==> src/rtl/rrs_pkg.sv <==
// ----------------------------------------------------------------------------
// rrs_pkg
// shared types, widths and codes of the rgb reflectance sequencer
// ----------------------------------------------------------------------------
package rrs_pkg;

  localparam int READINGS  = 8;
  localparam int SAMPLE_W  = 10;
  localparam int CAL_W     = 10;
  localparam int SETTLE_W  = 16;
  localparam int SUM_W     = 16;
  localparam int LEFT_W    = 7;
  localparam int LEVEL_W   = 8;
  localparam int CFG_IDX_W = 3;
  localparam int CFG_W     = 16;
  localparam int QDEPTH    = 2;
  localparam int QPTR_W    = 1;
  localparam int QCNT_W    = 2;

  localparam int NUM_W     = 18;
  localparam int DEN_W     = 10;
  localparam int QUOT_W    = 10;
  localparam int DSH_W     = DEN_W + QUOT_W - 1;
  localparam int STEP_W    = $clog2(QUOT_W + 1);

  localparam logic [LEVEL_W-1:0] FULL_SCALE   = LEVEL_W'(255);
  localparam logic [LEFT_W-1:0]  LEFT_INIT    = LEFT_W'(READINGS);
  localparam logic [STEP_W-1:0]  DIV_STEPS    = STEP_W'(QUOT_W);

  localparam logic [CFG_IDX_W-1:0] REG_SETTLE  = 3'd0;
  localparam logic [CFG_IDX_W-1:0] REG_LOW_R   = 3'd1;
  localparam logic [CFG_IDX_W-1:0] REG_HIGH_R  = 3'd2;
  localparam logic [CFG_IDX_W-1:0] REG_LOW_G   = 3'd3;
  localparam logic [CFG_IDX_W-1:0] REG_HIGH_G  = 3'd4;
  localparam logic [CFG_IDX_W-1:0] REG_LOW_B   = 3'd5;
  localparam logic [CFG_IDX_W-1:0] REG_HIGH_B  = 3'd6;

  localparam logic [1:0] CH_RED   = 2'd0;
  localparam logic [1:0] CH_GREEN = 2'd1;
  localparam logic [1:0] CH_BLUE  = 2'd2;

  typedef enum logic [2:0] {
    PH_IDLE   = 3'd0,
    PH_WAIT_R = 3'd1,
    PH_READ_R = 3'd2,
    PH_WAIT_G = 3'd3,
    PH_READ_G = 3'd4,
    PH_WAIT_B = 3'd5,
    PH_READ_B = 3'd6
  } phase_t;

  typedef enum logic [1:0] {
    BK_IDLE,
    BK_EXEC,
    BK_AVG,
    BK_NORM
  } back_state_t;

  typedef enum logic [1:0] {
    KIND_PLAIN,
    KIND_START,
    KIND_ABORT
  } kind_t;

  typedef struct packed {
    logic [SAMPLE_W-1:0] sample;
    kind_t               kind;
  } item_t;

  typedef struct packed {
    logic               led_red;
    logic               led_green;
    logic               led_blue;
    logic               done_res;
    logic [LEVEL_W-1:0] red_level;
    logic [LEVEL_W-1:0] green_level;
    logic [LEVEL_W-1:0] blue_level;
  } result_t;

  typedef struct packed {
    logic [SETTLE_W-1:0]       settle_ticks;
    logic [2:0][CAL_W-1:0]     cal_low;
    logic [2:0][CAL_W-1:0]     cal_high;
  } cfg_t;

  typedef struct packed {
    logic             start;
    logic [NUM_W-1:0] num;
    logic [DEN_W-1:0] den;
  } div_req_t;

  typedef struct packed {
    logic              done;
    logic [QUOT_W-1:0] quot;
  } div_rsp_t;

endpackage

==> src/rtl/rrs_front.sv <==
// ----------------------------------------------------------------------------
// rrs_front
// accepts ticks, classifies them and holds them in a short queue
// ----------------------------------------------------------------------------
module rrs_front (
  input  logic                          clk,
  input  logic                          rst_n,
  input  logic                          push,
  output logic                          full,
  input  logic [rrs_pkg::SAMPLE_W-1:0]  in_adc_sample,
  input  logic                          in_start_req,
  input  logic                          in_abort,
  output logic                          q_valid,
  output rrs_pkg::item_t                q_item,
  input  logic                          q_pop
);

  rrs_pkg::item_t              mem_r [rrs_pkg::QDEPTH];
  rrs_pkg::item_t              item_in;
  logic [rrs_pkg::QPTR_W-1:0]  wr_ptr_r, wr_ptr_nxt;
  logic [rrs_pkg::QPTR_W-1:0]  rd_ptr_r, rd_ptr_nxt;
  logic [rrs_pkg::QCNT_W-1:0]  cnt_r, cnt_nxt;
  logic                        wr_en;
  logic                        rd_en;

  always_comb begin
    item_in.sample = in_adc_sample;
    if (in_abort) begin
      item_in.kind = rrs_pkg::KIND_ABORT;
    end else if (in_start_req) begin
      item_in.kind = rrs_pkg::KIND_START;
    end else begin
      item_in.kind = rrs_pkg::KIND_PLAIN;
    end
  end

  assign full    = (cnt_r == rrs_pkg::QCNT_W'(rrs_pkg::QDEPTH));
  assign q_valid = (cnt_r != '0);
  assign q_item  = mem_r[rd_ptr_r];
  assign wr_en   = push && !full;
  assign rd_en   = q_pop && q_valid;

  always_comb begin
    wr_ptr_nxt = wr_en ? wr_ptr_r + 1'b1 : wr_ptr_r;
    rd_ptr_nxt = rd_en ? rd_ptr_r + 1'b1 : rd_ptr_r;
    cnt_nxt    = cnt_r;
    if (wr_en && !rd_en) begin
      cnt_nxt = cnt_r + 1'b1;
    end else if (rd_en && !wr_en) begin
      cnt_nxt = cnt_r - 1'b1;
    end
  end

  always_ff @(posedge clk) begin
    if (!rst_n) begin
      wr_ptr_r <= '0;
      rd_ptr_r <= '0;
      cnt_r    <= '0;
    end else begin
      wr_ptr_r <= wr_ptr_nxt;
      rd_ptr_r <= rd_ptr_nxt;
      cnt_r    <= cnt_nxt;
    end
  end

  always_ff @(posedge clk) begin
    if (wr_en) begin
      mem_r[wr_ptr_r] <= item_in;
    end
  end

  a_pop_nonempty: assert property (@(posedge clk) disable iff (!rst_n)
    q_pop |-> q_valid)
    else $error("queue popped while empty");

endmodule

==> src/rtl/rrs_div.sv <==
// ----------------------------------------------------------------------------
// rrs_div
// restoring divider, one quotient bit per cycle
// ----------------------------------------------------------------------------
module rrs_div (
  input  logic              clk,
  input  logic              rst_n,
  input  rrs_pkg::div_req_t req,
  output rrs_pkg::div_rsp_t rsp
);

  logic [rrs_pkg::NUM_W-1:0]  rem_r, rem_nxt;
  logic [rrs_pkg::DSH_W-1:0]  dsh_r, dsh_nxt;
  logic [rrs_pkg::QUOT_W-1:0] quot_r, quot_nxt;
  logic [rrs_pkg::STEP_W-1:0] cnt_r, cnt_nxt;
  logic                       done_r, done_nxt;
  logic                       ge;

  assign ge = (rrs_pkg::DSH_W'(rem_r) >= dsh_r);

  always_comb begin
    rem_nxt  = rem_r;
    dsh_nxt  = dsh_r;
    quot_nxt = quot_r;
    cnt_nxt  = cnt_r;
    done_nxt = 1'b0;
    if (req.start) begin
      rem_nxt  = req.num;
      dsh_nxt  = {req.den, (rrs_pkg::QUOT_W-1)'(0)};
      quot_nxt = '0;
      cnt_nxt  = rrs_pkg::DIV_STEPS;
    end else if (cnt_r != '0) begin
      if (ge) begin
        rem_nxt = rem_r - rrs_pkg::NUM_W'(dsh_r);
      end
      quot_nxt = {quot_r[rrs_pkg::QUOT_W-2:0], ge};
      dsh_nxt  = dsh_r >> 1;
      cnt_nxt  = cnt_r - 1'b1;
      done_nxt = (cnt_r == rrs_pkg::STEP_W'(1));
    end
  end

  always_ff @(posedge clk) begin
    if (!rst_n) begin
      cnt_r  <= '0;
      done_r <= 1'b0;
    end else begin
      cnt_r  <= cnt_nxt;
      done_r <= done_nxt;
    end
  end

  always_ff @(posedge clk) begin
    rem_r  <= rem_nxt;
    dsh_r  <= dsh_nxt;
    quot_r <= quot_nxt;
  end

  assign rsp.done = done_r;
  assign rsp.quot = quot_r;

endmodule

==> src/rtl/rrs_back.sv <==
// ----------------------------------------------------------------------------
// rrs_back
// led sequencer: settle, accumulate, average and calibrate each channel
// ----------------------------------------------------------------------------
module rrs_back (
  input  logic              clk,
  input  logic              rst_n,
  input  rrs_pkg::cfg_t     cfg,
  input  logic              q_valid,
  input  rrs_pkg::item_t    q_item,
  output logic              q_pop,
  output logic              res_valid,
  output rrs_pkg::result_t  res,
  input  logic              res_pop
);

  rrs_pkg::back_state_t          state_r, state_nxt;
  rrs_pkg::phase_t               phase_r, phase_nxt;
  rrs_pkg::item_t                item_r;
  logic [rrs_pkg::SETTLE_W-1:0]  settle_r, settle_nxt;
  logic [rrs_pkg::LEFT_W-1:0]    left_r, left_nxt;
  logic [rrs_pkg::SUM_W-1:0]     sum_r, sum_nxt;
  logic [rrs_pkg::LEVEL_W-1:0]   red_r, red_nxt;
  logic [rrs_pkg::LEVEL_W-1:0]   green_r, green_nxt;
  logic [rrs_pkg::LEVEL_W-1:0]   blue_r, blue_nxt;
  logic [rrs_pkg::CAL_W-1:0]     avg_r, avg_nxt;
  logic [1:0]                    ch_r, ch_nxt;
  logic                          out_valid_r, out_valid_nxt;
  rrs_pkg::result_t              out_res_r, out_res_nxt;

  rrs_pkg::div_req_t             div_req;
  rrs_pkg::div_rsp_t             div_rsp;

  logic                          take;
  logic                          fin_read;
  logic                          res_load;
  logic [rrs_pkg::CAL_W-1:0]     lo_sel, hi_sel;
  logic [rrs_pkg::CAL_W-1:0]     x_clamp, diff;
  logic [rrs_pkg::SETTLE_W:0]    cnt_inc;
  logic [rrs_pkg::LEVEL_W-1:0]   lvl_val;
  logic                          lvl_we;

  rrs_div u_div (
    .clk (clk),
    .rst_n (rst_n),
    .req (div_req),
    .rsp (div_rsp)
  );

  assign take  = (state_r == rrs_pkg::BK_IDLE) && q_valid && !out_valid_r;
  assign q_pop = take;

  always_comb begin
    fin_read = (item_r.kind != rrs_pkg::KIND_ABORT) &&
               (phase_r inside {rrs_pkg::PH_READ_R, rrs_pkg::PH_READ_G,
                                rrs_pkg::PH_READ_B}) &&
               (left_r == rrs_pkg::LEFT_W'(1));
  end

  always_comb begin
    case (ch_r)
      rrs_pkg::CH_RED: begin
        lo_sel = cfg.cal_low[0];
        hi_sel = cfg.cal_high[0];
      end
      rrs_pkg::CH_GREEN: begin
        lo_sel = cfg.cal_low[1];
        hi_sel = cfg.cal_high[1];
      end
      default: begin
        lo_sel = cfg.cal_low[2];
        hi_sel = cfg.cal_high[2];
      end
    endcase
  end

  // next state
  always_comb begin
    state_nxt = state_r;
    case (state_r)
      rrs_pkg::BK_IDLE: begin
        if (take) begin
          state_nxt = rrs_pkg::BK_EXEC;
        end
      end
      rrs_pkg::BK_EXEC: begin
        state_nxt = fin_read ? rrs_pkg::BK_AVG : rrs_pkg::BK_IDLE;
      end
      rrs_pkg::BK_AVG: begin
        state_nxt = (hi_sel <= lo_sel) ? rrs_pkg::BK_IDLE : rrs_pkg::BK_NORM;
      end
      rrs_pkg::BK_NORM: begin
        if (div_rsp.done) begin
          state_nxt = rrs_pkg::BK_IDLE;
        end
      end
      default: state_nxt = rrs_pkg::BK_IDLE;
    endcase
  end

  // datapath and outputs
  always_comb begin
    phase_nxt     = phase_r;
    settle_nxt    = settle_r;
    left_nxt      = left_r;
    sum_nxt       = sum_r;
    red_nxt       = red_r;
    green_nxt     = green_r;
    blue_nxt      = blue_r;
    avg_nxt       = avg_r;
    ch_nxt        = ch_r;
    out_valid_nxt = out_valid_r;
    out_res_nxt   = out_res_r;
    div_req       = '0;
    res_load      = 1'b0;
    lvl_val       = '0;
    lvl_we        = 1'b0;
    x_clamp       = '0;
    diff          = '0;
    cnt_inc       = {1'b0, settle_r} + 1'b1;

    case (state_r)
      rrs_pkg::BK_EXEC: begin
        if (item_r.kind == rrs_pkg::KIND_ABORT) begin
          phase_nxt  = rrs_pkg::PH_IDLE;
          settle_nxt = '0;
          res_load   = 1'b1;
        end else begin
          case (phase_r)
            rrs_pkg::PH_IDLE: begin
              if (item_r.kind == rrs_pkg::KIND_START) begin
                phase_nxt  = rrs_pkg::PH_WAIT_R;
                settle_nxt = '0;
              end
              res_load = 1'b1;
            end
            rrs_pkg::PH_WAIT_R, rrs_pkg::PH_WAIT_G, rrs_pkg::PH_WAIT_B: begin
              if (cnt_inc >= {1'b0, cfg.settle_ticks}) begin
                case (phase_r)
                  rrs_pkg::PH_WAIT_R: phase_nxt = rrs_pkg::PH_READ_R;
                  rrs_pkg::PH_WAIT_G: phase_nxt = rrs_pkg::PH_READ_G;
                  default:            phase_nxt = rrs_pkg::PH_READ_B;
                endcase
                settle_nxt = '0;
                sum_nxt    = '0;
                left_nxt   = rrs_pkg::LEFT_INIT;
              end else begin
                settle_nxt = cnt_inc[rrs_pkg::SETTLE_W-1:0];
              end
              res_load = 1'b1;
            end
            rrs_pkg::PH_READ_R, rrs_pkg::PH_READ_G, rrs_pkg::PH_READ_B: begin
              sum_nxt  = sum_r + rrs_pkg::SUM_W'(item_r.sample);
              left_nxt = left_r - 1'b1;
              if (fin_read) begin
                avg_nxt    = rrs_pkg::CAL_W'(sum_nxt / rrs_pkg::SUM_W'(rrs_pkg::READINGS));
                settle_nxt = '0;
                case (phase_r)
                  rrs_pkg::PH_READ_R: begin
                    phase_nxt = rrs_pkg::PH_WAIT_G;
                    ch_nxt    = rrs_pkg::CH_RED;
                  end
                  rrs_pkg::PH_READ_G: begin
                    phase_nxt = rrs_pkg::PH_WAIT_B;
                    ch_nxt    = rrs_pkg::CH_GREEN;
                  end
                  default: begin
                    phase_nxt = rrs_pkg::PH_IDLE;
                    ch_nxt    = rrs_pkg::CH_BLUE;
                  end
                endcase
              end else begin
                res_load = 1'b1;
              end
            end
            default: begin
              phase_nxt = rrs_pkg::PH_IDLE;
              res_load  = 1'b1;
            end
          endcase
        end
      end
      rrs_pkg::BK_AVG: begin
        if (hi_sel <= lo_sel) begin
          lvl_val  = rrs_pkg::FULL_SCALE;
          lvl_we   = 1'b1;
          res_load = 1'b1;
        end else begin
          x_clamp = avg_r;
          if (x_clamp < lo_sel) begin
            x_clamp = lo_sel;
          end
          if (x_clamp > hi_sel) begin
            x_clamp = hi_sel;
          end
          diff          = x_clamp - lo_sel;
          div_req.start = 1'b1;
          div_req.num   = {diff, rrs_pkg::LEVEL_W'(0)} - rrs_pkg::NUM_W'(diff);
          div_req.den   = hi_sel - lo_sel;
        end
      end
      rrs_pkg::BK_NORM: begin
        if (div_rsp.done) begin
          lvl_val  = rrs_pkg::FULL_SCALE - div_rsp.quot[rrs_pkg::LEVEL_W-1:0];
          lvl_we   = 1'b1;
          res_load = 1'b1;
        end
      end
      default: begin
      end
    endcase

    if (lvl_we) begin
      case (ch_r)
        rrs_pkg::CH_RED:   red_nxt   = lvl_val;
        rrs_pkg::CH_GREEN: green_nxt = lvl_val;
        default:           blue_nxt  = lvl_val;
      endcase
    end

    if (res_pop && out_valid_r) begin
      out_valid_nxt = 1'b0;
    end
    if (res_load) begin
      out_valid_nxt           = 1'b1;
      out_res_nxt.led_red     = (phase_nxt == rrs_pkg::PH_WAIT_R) ||
                                (phase_nxt == rrs_pkg::PH_READ_R);
      out_res_nxt.led_green   = (phase_nxt == rrs_pkg::PH_WAIT_G) ||
                                (phase_nxt == rrs_pkg::PH_READ_G);
      out_res_nxt.led_blue    = (phase_nxt == rrs_pkg::PH_WAIT_B) ||
                                (phase_nxt == rrs_pkg::PH_READ_B);
      out_res_nxt.done_res    = lvl_we && (ch_r == rrs_pkg::CH_BLUE);
      out_res_nxt.red_level   = red_nxt;
      out_res_nxt.green_level = green_nxt;
      out_res_nxt.blue_level  = blue_nxt;
    end
  end

  always_ff @(posedge clk) begin
    if (!rst_n) begin
      state_r     <= rrs_pkg::BK_IDLE;
      phase_r     <= rrs_pkg::PH_IDLE;
      settle_r    <= '0;
      left_r      <= '0;
      sum_r       <= '0;
      red_r       <= '0;
      green_r     <= '0;
      blue_r      <= '0;
      ch_r        <= rrs_pkg::CH_RED;
      out_valid_r <= 1'b0;
    end else begin
      state_r     <= state_nxt;
      phase_r     <= phase_nxt;
      settle_r    <= settle_nxt;
      left_r      <= left_nxt;
      sum_r       <= sum_nxt;
      red_r       <= red_nxt;
      green_r     <= green_nxt;
      blue_r      <= blue_nxt;
      ch_r        <= ch_nxt;
      out_valid_r <= out_valid_nxt;
    end
  end

  always_ff @(posedge clk) begin
    out_res_r <= out_res_nxt;
    avg_r     <= avg_nxt;
    if (take) begin
      item_r <= q_item;
    end
  end

  assign res_valid = out_valid_r;
  assign res       = out_res_r;

  a_no_overwrite: assert property (@(posedge clk) disable iff (!rst_n)
    res_load |-> !out_valid_r)
    else $error("result register overwritten");

  a_led_onehot: assert property (@(posedge clk) disable iff (!rst_n)
    out_valid_r |-> $onehot0({out_res_r.led_red, out_res_r.led_green,
                              out_res_r.led_blue}))
    else $error("more than one led on");

  a_done_idle: assert property (@(posedge clk) disable iff (!rst_n)
    (res_load && out_res_nxt.done_res) |=> (phase_r == rrs_pkg::PH_IDLE))
    else $error("done raised outside idle");

  a_div_start: assert property (@(posedge clk) disable iff (!rst_n)
    div_req.start |-> (state_r == rrs_pkg::BK_AVG))
    else $error("divider started in wrong state");

endmodule

==> src/rtl/rgb_reflectance_sequencer_top.sv <==
// ----------------------------------------------------------------------------
// rgb_reflectance_sequencer_top
// led-sequenced rgb reflectance sensor with two-point calibration
// ----------------------------------------------------------------------------
// channel   direction  handshake          payload
// in_       input      push / full        adc_sample, start_req, abort
// out_      output     pop / empty        led drives, done_res, three levels
// cfg_      input      cfg_we             cfg_idx, cfg_data
//
// a plain tick is taken from the queue, executed, and its result waits to be popped
// for the last sample of a channel the average is a shift and the calibration
// runs the 10-step divider; a flat or inverted window skips the divider
// reset is synchronous and needs no clearing pass
// a 2-deep input queue and a 1-entry result register decouple both sides;
// the back end takes no new tick while a result waits to be popped
// ----------------------------------------------------------------------------
module rgb_reflectance_sequencer_top (
  input  logic                           clk,
  input  logic                           rst_n,
  input  logic                           push,
  output logic                           full,
  input  logic [rrs_pkg::SAMPLE_W-1:0]   in_adc_sample,
  input  logic                           in_start_req,
  input  logic                           in_abort,
  output logic                           empty,
  input  logic                           pop,
  output logic                           out_led_red,
  output logic                           out_led_green,
  output logic                           out_led_blue,
  output logic                           out_done_res,
  output logic [rrs_pkg::LEVEL_W-1:0]    out_red_level,
  output logic [rrs_pkg::LEVEL_W-1:0]    out_green_level,
  output logic [rrs_pkg::LEVEL_W-1:0]    out_blue_level,
  input  logic                           cfg_we,
  input  logic [rrs_pkg::CFG_IDX_W-1:0]  cfg_idx,
  input  logic [rrs_pkg::CFG_W-1:0]      cfg_data
);

  rrs_pkg::cfg_t     cfg_r, cfg_nxt;
  logic              q_valid;
  rrs_pkg::item_t    q_item;
  logic              q_pop;
  logic              res_valid;
  rrs_pkg::result_t  res;
  logic [rrs_pkg::CAL_W-1:0] cal_val;

  assign cal_val = cfg_data[rrs_pkg::CAL_W-1:0];

  always_comb begin
    cfg_nxt = cfg_r;
    if (cfg_we) begin
      case (cfg_idx)
        rrs_pkg::REG_SETTLE: cfg_nxt.settle_ticks = cfg_data[rrs_pkg::SETTLE_W-1:0];
        rrs_pkg::REG_LOW_R:  cfg_nxt.cal_low[0]   = cal_val;
        rrs_pkg::REG_HIGH_R: cfg_nxt.cal_high[0]  = cal_val;
        rrs_pkg::REG_LOW_G:  cfg_nxt.cal_low[1]   = cal_val;
        rrs_pkg::REG_HIGH_G: cfg_nxt.cal_high[1]  = cal_val;
        rrs_pkg::REG_LOW_B:  cfg_nxt.cal_low[2]   = cal_val;
        rrs_pkg::REG_HIGH_B: cfg_nxt.cal_high[2]  = cal_val;
        default: begin
        end
      endcase
    end
  end

  always_ff @(posedge clk) begin
    if (!rst_n) begin
      cfg_r.settle_ticks <= rrs_pkg::SETTLE_W'(10);
      cfg_r.cal_low      <= '0;
      cfg_r.cal_high     <= {3{rrs_pkg::CAL_W'(255)}};
    end else begin
      cfg_r <= cfg_nxt;
    end
  end

  rrs_front u_front (
    .clk           (clk),
    .rst_n         (rst_n),
    .push          (push),
    .full          (full),
    .in_adc_sample (in_adc_sample),
    .in_start_req  (in_start_req),
    .in_abort      (in_abort),
    .q_valid       (q_valid),
    .q_item        (q_item),
    .q_pop         (q_pop)
  );

  rrs_back u_back (
    .clk       (clk),
    .rst_n     (rst_n),
    .cfg       (cfg_r),
    .q_valid   (q_valid),
    .q_item    (q_item),
    .q_pop     (q_pop),
    .res_valid (res_valid),
    .res       (res),
    .res_pop   (pop)
  );

  assign empty           = !res_valid;
  assign out_led_red     = res.led_red;
  assign out_led_green   = res.led_green;
  assign out_led_blue    = res.led_blue;
  assign out_done_res    = res.done_res;
  assign out_red_level   = res.red_level;
  assign out_green_level = res.green_level;
  assign out_blue_level  = res.blue_level;

endmodule
==> config.mk <==
export PLATFORM = sky130hd
export DESIGN_NAME = rgb_reflectance_sequencer_top
export DESIGN_NICKNAME = d
export VERILOG_FILES = /design/src/rtl/rrs_pkg.sv /design/src/rtl/rrs_front.sv /design/src/rtl/rrs_div.sv /design/src/rtl/rrs_back.sv /design/src/rtl/rgb_reflectance_sequencer_top.sv
export SDC_FILE = /design/constraint.sdc
export NUM_CORES = 1
export LEC_CHECK = 0
export BUFFER_PORTS_ARGS = -buffer_cell sky130_fd_sc_hd__buf_2
export CORE_MARGIN = 3
export CORE_UTILIZATION = 35
export CTS_CLUSTER_SIZE = 16
export DETAILED_ROUTE_END_ITERATION = 10
export HOLD_SLACK_MARGIN = 0.05
export PLACE_DENSITY = 0.52
export REMOVE_ABC_BUFFERS = 1
export SKIP_LAST_GASP = 1
export SLEW_MARGIN = 30
export SYNTH_ARGS = -nofsm -noshare
export SYNTH_HDL_FRONTEND = slang
export SYNTH_SLANG_ARGS = --single-unit
==> constraint.sdc <==
create_clock -name clk -period 7.6 [get_ports clk]
set_clock_uncertainty 0.15 [all_clocks]
set_input_delay 0.76 -clock clk [delete_from_list [all_inputs] [get_ports clk]]
set_output_delay 0.76 -clock clk [all_outputs]
set_load 0.02 [all_outputs]
==> results.cfg <==
[status]
status = finished clean

[floorplan]
die_w_um = 210
die_area_um2 = 44200
row_count = 74
ios = 66
core_area_um2 = 41000
die_height_um = 210
start_util_pct = 35.6

[final_layout]
drive_above_1_share_pct = 12.7
antenna_cells = 0
seqCellArea_um2 = 6470
fin_util_pct = 40.8
finalNonFillerCells = 2262
postLayoutCellArea_um2 = 16700
nets = 1831
fillers = 4116
syn_to_final_growth_pct = 14.5
multi_input_area_um2 = 7590

[yosys]
synthCells = 1654
yosys_warnings = 0
synth_edf_count = 102
ys_ff_latch = 272
synth_largest_area_cell = dfxtp_1
synth.top_cell.area_share_pct = 23.3
synthFlopType = dfxtp_1
ys_async_sr_fraction_pct = 0
ys_seq_area_share_pct = 44.3
avgSynthCellArea_um2 = 8.83
synthTopCellsByArea = dfxtp_1 23%, edfxtp_1 21%, ha_1 7.2%
synth_cell_types = 85
synthesis.area_um2 = 14600

[global_routing]
grtUsageTotal_pct = 16.3
grt_antenna_before_repair = 0
grt_overflow_total = 0
grt_max_degree = 61
grt_pass1_wl_mm = 59.4
first_global_vias = 11130

[placement]
numPortBuffers = 65
place_congestion = 0.922
dp_cells = 2202
dpl_cell_area_um2 = 15600
post-place-ws_ns = 0.00510
place.detailed.hpwl_mm = 26.6

[route]
dr.pass1.iters = 5
num_vias = 11641
drc = 0
wl_mm = 36.8
avgRoutedWirePerCell_um = 16.3
final_antenna_net_count = 0
vias_per_cell = 5.15
drtIter0Drc = 587

[setup_path]
r2r_end = u_back.u_div.rem_r[17]
crit_arrival_ns = 7.28
worst-setup-path-type = reg -> reg
cp_top_family = simple AND/OR/NAND/NOR gates
rr_worst_depth = 36
cpMostUsedCell = ha_1
end_kind = flop
cp_slowest_stage_delay_ns = 0.50
crit_buf_inv = 6
cp.required_ns = 7.78
cp_slowest_cell = or4_1
rrSetupSlack_ns = 0.50
timing.rr.start = u_back.ch_r[0]
start_kind = flop
worst-path-max-fanout = 8

[pwr]
powerDensity_nw_per_um2 = 227
leakagePower_nw = 6.39
ir_worst_vdd_uv = 160
finalPower_w = 0.00379

[sta]
slew_viol_final = 0
worstMarginPinSlew_ns = 0.912
finalWorstSetupSlack_ns = 0.504
finalCritPeriodShare_pct = 93.4
setup_viol = 0
relSlewSlack_pct = 39.0
fin_crit_ns = 7.10
hold_viol = 0
max_freq_ghz = 0.141

[clock_tree]
clk-insertion-delay-late_ns = 0.58
path_clk_slew_ns = 0.07
ctsHtreeMaxLevel = 1
numCtsBuffers = 29
cts_root_buf = clkbuf_16
clockBufferDepth = 3
cts_sinks = 272
cts_tree = built

[min_path]
hold_class = in -> reg
worstHoldPathCells = 1
min_to = u_front.mem_r[1][4]
hold_start = in_adc_sample[2]

[job]
max_cap_violations = 0
routing by layer:
metal  track usage, %  part of all wire (%)  up-vias
met5                0                     0        -
li1                 -                     -     5923
met3             2.72                   4.3       52
met1             22.6                    48     5463
met2             26.9                    46      203
met4             3.74                   2.1        0
Yosys cell counts, types with 35 or more instances:
library cell	count
nand2_1	255
ha_1	84
a21oi_1	176
o21ai_0	71
inv_1	101
clkbuf_1	51
nor2_1	140
nand3_1	71
xnor2_1	35
edfxtp_1	102
dfxtp_1	170
layout make-up:
| cell class | instances | area share [%] |
|---|---|---|
| clock buffer | 41 | 5.24 |
| clock inverter | 13 | 0.801 |
| inverter | 102 | 2.30 |
| multi-input combinational | 1205 | 45.4 |
| sequential | 272 | 38.7 |
| tap | 532 | 3.98 |
| timing repair buffer | 97 | 3.55 |
report_power, final:
part           internal (W)  switching (W)
Sequential          0.00166      0.0000787
Combinational      0.000212       0.000364
Clock              0.000874       0.000597
worst max path at each step:
| stage | startpoint | to | slack (ns) | cells past startpoint |
|---|---|---|---|---|
| final | u_back.ch_r[0] | u_back.u_div.rem_r[17] | 0.50 | 36 |
| after global placement | u_back.ch_r[0] | u_back.u_div.rem_r[17] | 0.17 | 36 |
| after global routing | u_back.ch_r[0] | u_back.u_div.rem_r[16] | -0.06 | 37 |
| after CTS | u_back.ch_r[1] | u_back.u_div.rem_r[17] | 0.003 | 35 |
| after detailed placement | u_back.ch_r[0] | u_back.u_div.rem_r[17] | 0.005 | 35 |
| after floorplan | u_back.ch_r[0] | u_back.u_div.rem_r[16] | -0.56 | 36 |
registers in the layout, summed over array words and instances, names as in the netlist:
| register | flops |
|---|---|
| u_back.settle_r | 16 |
| u_back.u_div.rem_r | 18 |
| u_back.u_div.quot_r | 8 |
| u_front.wr_ptr_r | 1 |
| u_back.u_div.done_r | 1 |
| u_back.blue_r | 8 |
| u_front.cnt_r | 2 |
| u_back.u_div.dsh_r | 19 |
| u_back.u_div.cnt_r | 4 |
| u_back.res_valid | 1 |
| u_front.mem_r | 24 |
| u_back.item_r | 12 |
| u_back.res | 28 |
| u_back.left_r | 7 |
| u_back.green_r | 8 |
| u_front.rd_ptr_r | 1 |
| u_back.sum_r | 13 |
| u_back.avg_r | 10 |
| u_back.ch_r | 2 |
| u_back.red_r | 8 |
| u_back.phase_r | 3 |
| cfg_r | 76 |
| u_back.state_r | 2 |
kinds of logic after synthesis:
family,count (synthesis),synth area share [%]
xor gates and xnor gates,64,3.89
DFF,272,44.3
and+or+nand+nor,608,19.2
muxes,41,3.00
AOI/OAI and AO/OA,401,17.0
buffers and inverters,178,4.77
adders and majority gates,90,7.88
per-stage QoR:
stage,setup TNS [ns],hold slack [ns]
after floorplan,-3.00,0.286
after global placement,0,0.293
after detailed placement,0,0.299
after CTS,0,0.195
after global routing,-0.172,0.200
final,0,0.225
what timing repair did:
action,in CTS,in global routing
setup buffers,0,5
cloned,0,1
gates resized for setup,1,21
setup endpoints to repair,1,10
hold buffers,0,0
pin swaps,0,6
layout by cell type (no fill, tap or decap), types with 15 or more instances in the layout:
cell,Yosys,final
nand3_1,71,71
a211oi_1,28,28
edfxtp_1,102,102
nand2_1,255,254
a21o_1,16,16
nor2_1,140,137
o21ai_0,71,68
mux2i_1,25,25
a21oi_1,176,173
clkbuf_16,0,32
xnor2_1,35,35
nor2b_1,15,15
ha_1,84,83
buf_2,7,65
dfxtp_1,170,168
inv_1,101,100
xor2_1,28,28
buf_4,1,29
(Power assumes the default switching activity.)
